## src/design/laqs_pkg.sv

```systemverilog
// Shared types and codes for the array queue with linear search.
package laqs_pkg;

  // Request codes carried in req_type.
  typedef enum logic [2:0] {
    REQ_ENQ  = 3'd0,
    REQ_DEQ  = 3'd1,
    REQ_SRCH = 3'd2,
    REQ_SIZE = 3'd3,
    REQ_TRAV = 3'd4
  } req_e;

  // Result status codes.
  typedef enum logic [2:0] {
    ST_OK       = 3'd0,
    ST_FULL     = 3'd1,
    ST_RETRY    = 3'd2,
    ST_EMPTY    = 3'd3,
    ST_NOTFOUND = 3'd4
  } status_e;

  // Controller states.
  typedef enum logic [1:0] {
    S_IDLE = 2'd0,
    S_EXEC = 2'd1,
    S_RD   = 2'd2,
    S_CHK  = 2'd3
  } state_e;

  typedef struct packed {
    logic [2:0]         req_type;
    logic signed [31:0] value;
  } in_item_t;

  typedef struct packed {
    logic [2:0]         status;
    logic signed [31:0] data_out;
    logic [3:0]         position;
    logic [3:0]         occupied;
    logic               last;
  } out_item_t;

  // Datapath conditions seen by the controller.
  typedef struct packed {
    logic is_enq;
    logic is_deq;
    logic is_srch;
    logic is_trav;
    logic empty;
    logic tail_full;
    logic match;
    logic at_end;
    logic out_free;
  } ctl_status_t;

  // Commands from the controller to the datapath.
  typedef struct packed {
    logic    in_take;
    logic    emit;
    status_e st;
    logic    data_sel;
    logic    pos_sel;
    logic    last;
    logic    enq_write;
    logic    cnt_clear;
    logic    head_inc;
    logic    idx_load;
    logic    idx_inc;
    logic    rd_en;
  } ctl_cmd_t;

endpackage

```

## src/design/linear_array_queue_with_search_top.sv

```systemverilog
// Top level of the linear array queue with linear search.
// A linear (non-circular) queue of DEPTH signed 32-bit entries with enqueue,
// dequeue, search, size and traverse requests. The block takes one item at a
// time: an item is taken only while the controller is idle, and a new item
// may be taken while the previous result still waits in the output register.
// Enqueue, size, and any request that finds the queue empty are answered in
// the execute state. Entries live in a RAM with a registered read, so every
// entry visited takes a read state and a check state: dequeue visits one,
// search visits entries up to a match or the end, traverse visits all live
// entries, and output stalls can hold any result. Slots are not reused until
// the queue drains and an enqueue at the end resets both counts with a retry status.
module linear_array_queue_with_search_top import laqs_pkg::*; #(
  parameter int DEPTH = 8
) (
  input  logic      clk_i,
  input  logic      rst_ni,
  input  logic      in_valid_i,
  output logic      in_stall_o,
  input  in_item_t  in_item_i,
  output logic      out_valid_o,
  input  logic      out_stall_i,
  output out_item_t out_item_o
);

  ctl_cmd_t    cmd;
  ctl_status_t stat;

  // Request sequencing.
  laqs_ctrl u_ctrl (
    .clk_i      (clk_i),
    .rst_ni     (rst_ni),
    .in_valid_i (in_valid_i),
    .in_stall_o (in_stall_o),
    .stat_i     (stat),
    .cmd_o      (cmd)
  );

  // Counts, store and result register.
  laqs_dp #(
    .DEPTH(DEPTH)
  ) u_dp (
    .clk_i       (clk_i),
    .rst_ni      (rst_ni),
    .in_item_i   (in_item_i),
    .out_valid_o (out_valid_o),
    .out_stall_i (out_stall_i),
    .out_item_o  (out_item_o),
    .cmd_i       (cmd),
    .stat_o      (stat)
  );

endmodule

```

## src/design/laqs_ram.sv

```systemverilog
// Generic single-write, single-read RAM with registered read data.
module laqs_ram #(
  parameter int WIDTH = 32,
  parameter int DEPTH = 8
) (
  input  logic                     clk_i,
  input  logic                     we_i,
  input  logic [$clog2(DEPTH)-1:0] waddr_i,
  input  logic [WIDTH-1:0]         wdata_i,
  input  logic                     re_i,
  input  logic [$clog2(DEPTH)-1:0] raddr_i,
  output logic [WIDTH-1:0]         rdata_o
);

  logic [WIDTH-1:0] mem [DEPTH];
  logic [WIDTH-1:0] rdata_q;

  // Write port.
  always_ff @(posedge clk_i) begin
    if (we_i) begin
      mem[waddr_i] <= wdata_i;
    end
  end

  // Registered read port, held when not enabled.
  always_ff @(posedge clk_i) begin
    if (re_i) begin
      rdata_q <= mem[raddr_i];
    end
  end

  assign rdata_o = rdata_q;

endmodule

```

## src/design/laqs_ctrl.sv

```systemverilog
// Controller state machine for the array queue with linear search.
module laqs_ctrl import laqs_pkg::*; (
  input  logic        clk_i,
  input  logic        rst_ni,
  input  logic        in_valid_i,
  output logic        in_stall_o,
  input  ctl_status_t stat_i,
  output ctl_cmd_t    cmd_o
);

  state_e state_q, state_d;

  // State register.
  always_ff @(posedge clk_i or negedge rst_ni) begin
    if (!rst_ni) begin
      state_q <= S_IDLE;
    end else begin
      state_q <= state_d;
    end
  end

  // Next state.
  always_comb begin
    state_d = state_q;
    case (state_q)
      S_IDLE: begin
        if (in_valid_i) state_d = S_EXEC;
      end
      S_EXEC: begin
        if ((stat_i.is_deq || stat_i.is_srch || stat_i.is_trav) && !stat_i.empty) begin
          state_d = S_RD;
        end else if (stat_i.out_free) begin
          state_d = S_IDLE;
        end
      end
      S_RD: begin
        state_d = S_CHK;
      end
      S_CHK: begin
        if (stat_i.is_srch) begin
          if (stat_i.match || stat_i.at_end) begin
            if (stat_i.out_free) state_d = S_IDLE;
          end else begin
            state_d = S_RD;
          end
        end else if (stat_i.is_trav) begin
          if (stat_i.out_free) state_d = stat_i.at_end ? S_IDLE : S_RD;
        end else if (stat_i.out_free) begin
          state_d = S_IDLE;
        end
      end
      default: state_d = S_IDLE;
    endcase
  end

  // Outputs.
  always_comb begin
    cmd_o      = '0;
    cmd_o.st   = ST_OK;
    in_stall_o = (state_q != S_IDLE);
    case (state_q)
      S_IDLE: begin
        cmd_o.in_take = in_valid_i;
      end
      S_EXEC: begin
        if ((stat_i.is_deq || stat_i.is_srch || stat_i.is_trav) && !stat_i.empty) begin
          cmd_o.idx_load = 1'b1;
        end else if (stat_i.out_free) begin
          cmd_o.emit = 1'b1;
          cmd_o.last = 1'b1;
          if (stat_i.is_enq) begin
            if (!stat_i.tail_full) begin
              cmd_o.enq_write = 1'b1;
            end else if (stat_i.empty) begin
              cmd_o.st        = ST_RETRY;
              cmd_o.cnt_clear = 1'b1;
            end else begin
              cmd_o.st = ST_FULL;
            end
          end else if (stat_i.is_deq || stat_i.is_srch || stat_i.is_trav) begin
            cmd_o.st = ST_EMPTY;
          end
        end
      end
      S_RD: begin
        cmd_o.rd_en = 1'b1;
      end
      S_CHK: begin
        if (stat_i.is_srch) begin
          if (stat_i.match) begin
            cmd_o.emit    = stat_i.out_free;
            cmd_o.pos_sel = 1'b1;
            cmd_o.last    = 1'b1;
          end else if (stat_i.at_end) begin
            cmd_o.emit = stat_i.out_free;
            cmd_o.st   = ST_NOTFOUND;
            cmd_o.last = 1'b1;
          end else begin
            cmd_o.idx_inc = 1'b1;
          end
        end else if (stat_i.is_trav) begin
          cmd_o.emit     = stat_i.out_free;
          cmd_o.data_sel = 1'b1;
          cmd_o.last     = stat_i.at_end;
          cmd_o.idx_inc  = stat_i.out_free && !stat_i.at_end;
        end else begin
          // Dequeue.
          cmd_o.emit     = stat_i.out_free;
          cmd_o.data_sel = 1'b1;
          cmd_o.last     = 1'b1;
          cmd_o.head_inc = stat_i.out_free;
        end
      end
      default: begin
        cmd_o.st = ST_OK;
      end
    endcase
  end

endmodule

```

## src/design/laqs_dp.sv

```systemverilog
// Datapath: counts, scan index, entry store and output register.
module laqs_dp import laqs_pkg::*; #(
  parameter int DEPTH = 8
) (
  input  logic        clk_i,
  input  logic        rst_ni,
  input  in_item_t    in_item_i,
  output logic        out_valid_o,
  input  logic        out_stall_i,
  output out_item_t   out_item_o,
  input  ctl_cmd_t    cmd_i,
  output ctl_status_t stat_o
);

  localparam int AW   = $clog2(DEPTH);
  localparam int CntW = $clog2(DEPTH + 1);

  logic [CntW-1:0]    head_q, head_d, tail_q, tail_d, idx_q, idx_nx, occ;
  logic [2:0]         req_q;
  logic signed [31:0] key_q;
  logic [31:0]        rdata;
  logic               out_valid_q;
  out_item_t          out_q;

  // Request capture.
  always_ff @(posedge clk_i) begin
    if (cmd_i.in_take) begin
      req_q <= in_item_i.req_type;
      key_q <= in_item_i.value;
    end
  end

  // Head and tail counts.
  always_comb begin
    head_d = head_q;
    tail_d = tail_q;
    if (cmd_i.cnt_clear) begin
      head_d = '0;
      tail_d = '0;
    end else begin
      if (cmd_i.head_inc)  head_d = head_q + CntW'(1);
      if (cmd_i.enq_write) tail_d = tail_q + CntW'(1);
    end
  end

  always_ff @(posedge clk_i or negedge rst_ni) begin
    if (!rst_ni) begin
      head_q <= '0;
      tail_q <= '0;
    end else begin
      head_q <= head_d;
      tail_q <= tail_d;
    end
  end

  // Scan index over live entries.
  assign idx_nx = idx_q + CntW'(1);

  always_ff @(posedge clk_i) begin
    if (cmd_i.idx_load) begin
      idx_q <= head_q;
    end else if (cmd_i.idx_inc) begin
      idx_q <= idx_nx;
    end
  end

  // Entry store.
  laqs_ram #(
    .WIDTH(32),
    .DEPTH(DEPTH)
  ) u_ram (
    .clk_i   (clk_i),
    .we_i    (cmd_i.enq_write),
    .waddr_i (tail_q[AW-1:0]),
    .wdata_i (key_q),
    .re_i    (cmd_i.rd_en),
    .raddr_i (idx_q[AW-1:0]),
    .rdata_o (rdata)
  );

  // Request decode and conditions for the controller.
  always_comb begin
    stat_o = '0;
    case (req_q)
      REQ_ENQ:  stat_o.is_enq  = 1'b1;
      REQ_DEQ:  stat_o.is_deq  = 1'b1;
      REQ_SRCH: stat_o.is_srch = 1'b1;
      REQ_TRAV: stat_o.is_trav = 1'b1;
      default:  stat_o.is_enq  = 1'b0;
    endcase
    stat_o.empty     = (head_q == tail_q);
    stat_o.tail_full = (tail_q == CntW'(DEPTH));
    stat_o.match     = (rdata == key_q);
    stat_o.at_end    = (idx_nx == tail_q);
    stat_o.out_free  = !out_valid_q || !out_stall_i;
  end

  // Occupancy after the request.
  assign occ = tail_d - head_d;

  // Output register.
  always_ff @(posedge clk_i or negedge rst_ni) begin
    if (!rst_ni) begin
      out_valid_q <= 1'b0;
    end else if (cmd_i.emit) begin
      out_valid_q <= 1'b1;
    end else if (!out_stall_i) begin
      out_valid_q <= 1'b0;
    end
  end

  always_ff @(posedge clk_i) begin
    if (cmd_i.emit) begin
      out_q.status   <= cmd_i.st;
      out_q.data_out <= cmd_i.data_sel ? rdata : '0;
      out_q.position <= cmd_i.pos_sel ? 4'(idx_nx) : 4'd0;
      out_q.occupied <= 4'(occ);
      out_q.last     <= cmd_i.last;
    end
  end

  assign out_valid_o = out_valid_q;
  assign out_item_o  = out_q;

  // The tail never falls behind the head.
  a_order: assert property (@(posedge clk_i) disable iff (!rst_ni) tail_q >= head_q)
    else $error("tail count below head count");

  // The tail never passes the end of the store.
  a_tail_max: assert property (@(posedge clk_i) disable iff (!rst_ni)
    tail_q <= CntW'(DEPTH))
    else $error("tail count beyond the store");

  // A result is only loaded when the output register can take it.
  a_emit_free: assert property (@(posedge clk_i) disable iff (!rst_ni)
    cmd_i.emit |-> (!out_valid_q || !out_stall_i))
    else $error("result overwrites a pending item");

  // A retry status leaves both counts at zero.
  a_retry: assert property (@(posedge clk_i) disable iff (!rst_ni)
    (cmd_i.emit && cmd_i.st == ST_RETRY) |=> (head_q == '0 && tail_q == '0))
    else $error("counts not cleared on retry");

  // A store only happens with room at the tail.
  a_enq_room: assert property (@(posedge clk_i) disable iff (!rst_ni)
    cmd_i.enq_write |-> tail_q < CntW'(DEPTH))
    else $error("store past the end of the array");

endmodule
```

## config.mk

```make
export PLATFORM = sky130hd
export DESIGN_NAME = linear_array_queue_with_search_top
export DESIGN_NICKNAME = d
export VERILOG_FILES = /design/src/design/laqs_pkg.sv /design/src/design/linear_array_queue_with_search_top.sv /design/src/design/laqs_ram.sv /design/src/design/laqs_ctrl.sv /design/src/design/laqs_dp.sv
export SDC_FILE = /design/constraint.sdc
export NUM_CORES = 1
export LEC_CHECK = 0
export ABC_AREA = 1
export BUFFER_PORTS_ARGS = -buffer_cell sky130_fd_sc_hd__buf_4
export CORE_MARGIN = 2
export CORE_UTILIZATION = 40
export DETAILED_ROUTE_END_ITERATION = 8
export HOLD_SLACK_MARGIN = 0.06
export SLEW_MARGIN = 20
export SYNTH_ARGS = -nofsm -noshare
export SYNTH_HDL_FRONTEND = slang
export SYNTH_SLANG_ARGS = --single-unit
```

## constraint.sdc

```tcl
create_clock -name clk_i -period 12 [get_ports clk_i]
set_input_delay 0.6 -clock clk_i [delete_from_list [all_inputs] [get_ports clk_i]]
set_output_delay 0.6 -clock clk_i [all_outputs]
set_load 0.1 [all_outputs]
```

==> metrics.yaml, run 1 <==
sta:
  slew-limit-headroom_pct: 31.6
  hold_viol: 0
  period_minus_slack_ns: 3.23
  worst_slew_pin_slew_ns: 1.03
  fin_hold_ws_ns: 0.228
  fmax_mhz: 310
  finalSetupViolations: 0
  fin_setup_tns_ns: 0
  rsz0062_at_grt: "false"
  final_max_slew_viol_count: 0
  skew_ns: 0.0199
  fin_crit_sh_pct: 26.9
clock_tree:
  cts_buffer_depth: 3
  cts_buffers: 42
  cts_tree: "yes"
  clkTransAtPathRegs_ns: 0.06
  cts_num_sinks: 382
  ctsHtreeMaxLevel: 2
  cts_root_buf: "clkbuf_16"
  clkLatencyLatePin_ns: 0.55
drt:
  wirelength_mm: 32.3
  ant_nets: 0
  wire_per_inst_um: 17.6
  drc_errors: 0
  viasPerCell: 4.93
  dr.pass1.iters: 5
  vias: 9057
  drtIter0Drc: 663
floorplan:
  rows: 71
  fp.dieArea_um2: 39900
  ioPinCount: 85
  start_util_pct: 40.6
  die_y_um: 200
  fp.dieW_um: 200
  core_um2: 37700
worst_setup_path:
  start_kind: "register"
  worstSetupPathType: "reg -> reg"
  slowest_stage: "nor3_2"
  r2r_cells: 9
  critical_path_depth: 9
  critical-path-top-delay-family: "simple AND/OR/NAND/NOR gates"
  r2r_slack_ns: 8.77
  crit_fanout: 24
  path_cells: "inv_1, ha_1, nand2_2, nor2_4, nand3b_2, nor2_1, inv_1, nor3_2, buf_4"
  crit_buf_inv: 3
  cp-endpoint: "u_dp.u_ram.mem[5][8]$_DFFE_PP_"
  worst_setup_path_end_kind: "register"
  critPathLaunch: "u_dp.tail_q[1]$_DFF_PN0_"
  cp_data_arrival_time_ns: 3.42
  slowest_delay_ns: 0.65
  required_ns: 12.19
  crit_top_cell: "inv_1"
  r2r-end: "u_dp.u_ram.mem[5][8]$_DFFE_PP_"
  regToRegStartpoint: "u_dp.tail_q[1]$_DFF_PN0_"
final_layout:
  register_area_um2: 11400
  drive_gt1_share_pct: 15.6
  multiInputGateArea_um2: 3360
  areaGrowthSynthToFinish_pct: 17.3
  n_fill_cell: 3356
  antenna_cells: 0
  nNetsFinal: 1338
synthesis:
  ys_seq_area_share_pct: 74.6
  synth_area_leaders: "edfxtp_1 (73%), nor2_1 (6.9%), o21ai_0 (4.1%), nand2_1 (2.3%), inv_1 (1.8%)"
  synth_edf_count: 371
  synth_cell_types: 36
  async_flop_share_pct: 2.88
  yosysMostFrequentCell: "edfxtp_1"
  ys_top_cells_by_count: "edfxtp_1 (371), nor2_1 (280), o21ai_0 (126)"
  synth_xor_area_share_pct: 1.89
  synth_area_um2: 15300
  yosysWarnings: 0
  synthMuxAreaShare_pct: 0
  synth_top_family_by_area: "simple AND/OR/NAND/NOR gates"
  syn-num-nets: 1245
  synth_area_per_cell_um2: 12.8
  synth-simple-area-share_pct: 11.5
  synth.largest_area_cell: "edfxtp_1"
  synthAdderAreaFrac_pct: 0.703
  ys.flop_type: "edfxtp_1"
  synth-compound-area-share_pct: 7.44
  synth_top_area_share_pct: 72.8
  synth_cells: 1198
  yosys_register_bits: 382
power_and_ir_drop:
  p_leak_nw: 6.44
  p_per_area_nw_per_um2: 254
  vdd_drop_max_mv: 0.141
grt:
  grt_first_pass_wirelength_mm: 49.8
  gr-total-overflow: 0
  antenna_found_initial: 0
  grt_max_degree: 129
  grt_pass1_vias: 8823
  grtUsageTotal_pct: 16.5
placed_design:
  routabilityCongestion: 0.804
  io_buffers: 84
  hpwl_mm: 16.9
hold_path:
  hp-class: "in -> reg"
flow_run:
  drv_cap: 0
outcome:
  status: "completed"
cell type report:
cell class / count / area share [%]
clock buffers: 49 / 6.00
clock inverters: 29 / 2.15
inverters: 82 / 1.75
multi-input cells: 680 / 18.7
flip-flops and latches: 382 / 63.5
well taps: 511 / 3.56
repair buffers: 103 / 4.32
sequential cells by signal, indices dropped and copies added, names as in the netlist:
register,flops
u_dp.u_ram.mem,256
u_dp.out_item_o,44
u_dp.key_q,32
u_dp.u_ram.rdata_o,32
u_dp.head_q,4
u_dp.idx_q,4
u_dp.tail_q,4
u_dp.req_q,3
u_ctrl.state_q,2
u_dp.out_valid_o,1
routing by layer:
metal	global-route usage [%]	share of wire (%)
met1	22.4	46
met3	2.75	5.4
met2	27.0	47
met5	0	0
met4	5.24	2.0
metrics by stage:
stage	total power [mW]	worst slack, ns	std cells	cell area, µm²	util, %
2_1_floorplan	2.92	7.78	1198	15300	-
3_3_place_gp	3.24	8.83	1757	16500	43.8
3_5_place_dp	3.25	8.78	1757	16500	43.8
4_1_cts	4.62	8.76	1836	18000	47.7
5_1_grt	4.79	8.54	1836	18000	47.7
6_report	4.57	8.77	1836	18000	47.7
cell usage in the layout, fill, tap and decap left out, types with 11 or more instances in the layout:
master and n:
nand2_1 93, xnor2_1 25, nor2_1 277, inv_1 73, o21ai_0 126, dfrtp_1 11, clkbuf_16 42, o22ai_1 32
edfxtp_1 371, nand3_1 17, buf_4 102, a31oi_1 34
power breakdown:
group	internal (mW)	switching [mW]	leakage (nW)
combinational	0.320	1.03	2.21
clock	0.840	0.516	0.716
sequential	1.73	0.129	3.51
how the worst min path moves through the flow:
stage,start,cells past startpoint,end
after floorplan,rst_ni,0,u_ctrl.state_q[0]$_DFFE_PN0P_
after global placement,rst_ni,1,u_dp.out_valid_o$_DFFE_PN0P_
after detailed placement,rst_ni,1,u_dp.head_q[3]$_DFF_PN0_
after CTS,in_item_i[27],1,u_dp.key_q[27]$_DFFE_PP_
after global routing,in_item_i[13],1,u_dp.key_q[13]$_DFFE_PP_
final,in_item_i[20],1,u_dp.key_q[20]$_DFFE_PP_
cells by family (layout without fill, tap and decap cells):
family	count (synthesis)	after routing
simple gates	429	429
buf+inv	136	263
xor+xnor	33	33
compound gates	210	210
fa+ha+maj	8	8
flops	382	382
what timing repair did:
action                    CTS  global route
gates resized for setup     0             0
buffers inserted            0             0
hold buffers                1             0
hold endpoints to repair   11             0
(Power assumes the default switching activity.)
==> run 2: changes to the inputs <==
clock period = 3 ns   (was 12 ns; I/O delays follow)
==> run 2 against run 1 <==
  * Global-route usage grew 0.43 points
  * Final cell count grew 2.2%
  * Hold slack lost 0.12 ns
  * Via count grew 2.1%
  * Sequential power grew to 4.0 times the previous value
  * Critical path depth grew 2
  * Routed wire length grew 2.0%
  * Critical path type unchanged
==> metrics.yaml, run 2 (synthesis gave the netlist of run 1 again) <==
clock_tree:
  cts_root_buf: "clkbuf_16"
  clkTransAtPathRegs_ns: 0.06  # about the same
  cts_num_sinks: 382  # unchanged
  cts_tree: "yes"
  ctsHtreeMaxLevel: 2  # unchanged
  cts_buffers: 41  # -2.4%
  clkLatencyLatePin_ns: 0.53  # -0.02 ns
  cts_resized: 0  # unchanged
  cts_buffer_depth: 3  # unchanged
sta:
  finalSetupViolations: 0  # unchanged
  hold_viol: 0  # unchanged
  slew-limit-headroom_pct: 44.3  # +13 points
  rsz0062_at_grt: "false"
  fmax_mhz: 373  # +20%
  final_max_slew_viol_count: 0  # unchanged
  worst_slew_pin_slew_ns: 0.836  # -0.190 ns
  fin_crit_sh_pct: 89.4  # +63 points
  fin_hold_ws_ns: 0.103  # -0.124 ns
  period_minus_slack_ns: 2.68  # -0.547 ns
  skew_ns: 0.0109  # -0.00900 ns
grt:
  grt_max_degree: 104  # -19%
  grtUsageTotal_pct: 16.9  # +0.43 points
  gr-total-overflow: 0  # unchanged
  grt_pass1_vias: 9037  # +2.4%
  grt_first_pass_wirelength_mm: 50.5  # +1.6%
  antenna_found_initial: 0  # unchanged
drt:
  wire_per_inst_um: 17.5  # -0.16%
  wirelength_mm: 32.9  # +2.0%
  dr.pass1.iters: 5  # unchanged
  ant_nets: 0  # unchanged
  drc_errors: 0  # unchanged
  viasPerCell: 4.93  # about the same
  drtIter0Drc: 777  # +17%
  vias: 9246  # +2.1%
power_and_ir_drop:
  p_sw_mw: 6.71  # +300%
  p_leak_nw: 6.57  # +2.1%
  pwr-share-clk_pct: 26.5  # -3.2 points
  pwr-share-comb_pct: 31.9  # +2.2 points
  p_per_area_nw_per_um2: 968  # +280%
  vdd_drop_max_mv: 0.375  # +170%
  p_int_mw: 11.0  # +280%
  p_total_mw: 17.7  # +290%
  sequentialPowerShare_pct: 41.5  # +0.9 points
  swShare_pct: 37.8  # +1.0 points
final_layout:
  fin_cells: 1876  # +2.2%
  areaGrowthSynthToFinish_pct: 19.7
  largest_register_ffs: 256  # unchanged
  layout_common_cells: "edfxtp_1 (371), nor2_1 (277), o21ai_0 (126)"
  layout_commonest_cell: "edfxtp_1"
  nNetsFinal: 1383  # +3.4%
  antenna_cells: 0  # unchanged
  drive_gt1_share_pct: 15.0  # -0.60 points
  largest_register: "u_dp.u_ram.mem"
  n_fill_cell: 3328  # -0.83%
  fin_util_pct: 48.6  # +0.94 points
worst_setup_path:
  start_kind: "register"
  crit_fanout: 5  # -79%
  worst_setup_path_end_kind: "register"
  worstSetupPathType: "reg -> reg"
  required_ns: 3.27  # -8.92 ns
  cp_data_arrival_time_ns: 2.95  # -0.47 ns
placed_design:
  dp.cells: 1766  # +0.51%
  hpwl_mm: 17.8  # +5.0%
  io_buffers: 84  # unchanged
  routabilityCongestion: 0.786  # -2.3%
hold_path:
  hp-class: "in -> reg"
floorplan:
  fp.dieArea_um2: 39900  # unchanged
  rows: 71  # unchanged
  start_util_pct: 40.6  # unchanged
  core_um2: 37700  # unchanged
  fp.dieW_um: 200  # unchanged
  ioPinCount: 85  # unchanged
  die_y_um: 200  # unchanged
flow_run:
  drv_cap: 0  # unchanged
outcome:
  status: "completed"
run 2: final timing paths:
kind	start	endpoint	slack (ns)	depth (start not counted)
max in group asynchronous	rst_ni	u_dp.tail_q[0]$_DFF_PN0_	1.94	3
max	u_dp.tail_q[1]$_DFF_PN0_	u_dp.out_item_o[2]$_DFFE_PP_	0.32	11
min reg2reg	u_dp.u_ram.rdata_o[1]$_DFFE_PP_	u_dp.out_item_o[10]$_SDFFCE_PN0P_	0.59	2
min in group asynchronous	rst_ni	u_dp.head_q[1]$_DFF_PN0_	0.69	3
min	in_valid_i	u_dp.key_q[28]$_DFFE_PP_	0.10	3
max reg2reg	u_dp.tail_q[1]$_DFF_PN0_	u_dp.out_item_o[2]$_DFFE_PP_	0.32	11
run 2: final cells by class:
| cell class | instances | area, µm² | share of cell area [%] |
|---|---|---|---|
| sequential | 382 | 11400 | 62.3 |
| multi-input combinational | 680 | 3400 | 18.6 |
| timing repair buffer | 149 | 1310 | 7.17 |
| clock buffer | 54 | 1100 | 5.98 |
| tap | 511 | 639 | 3.49 |
| inverter | 82 | 310 | 1.69 |
| clock inverter | 18 | 145 | 0.792 |
run 2: worst max-delay path, stage by stage, from the launching register on:
cell and delay (ns):
dfrtp_1 0.37, inv_1 0.26, ha_1 0.23, nand2_2 0.07, nor2_4 0.15, nand3b_2 0.22
nor2_1 0.06, inv_1 0.21, nand3b_1 0.15, ha_1 0.22, inv_1 0.09, fa_1 0.39
run 2: timing repair:
action,4_1_cts,5_1_grt
hold buffers,38,0
hold endpoints to repair,47,0
setup buffers,0,0
run 2: per-stage QoR:
step	setup WS, ns	cell area [µm²]	setup TNS (ns)
floorplan	-0.253	15400	-45.73
finish	0.318	18300	0
CTS	0.314	18300	0
detailed placement	0.319	16700	0
global route	0.172	18300	0
global placement	0.368	16700	0
run 2: power groups by stage:
stage	clock, mW	sequential, mW	combinational [mW]
after floorplan	0	9.30	2.41
after global placement	0	7.47	5.61
after detailed placement	0	7.48	5.66
after CTS	4.83	7.38	5.72
after global routing	5.02	7.46	6.16
final	4.71	7.37	5.67
run 2: routing by layer:
metal	share of wire, %	track usage (%)
met1	46	22.6
met2	48	28.3
met3	4.0	2.55
met4	2.5	5.51
met5	0	0
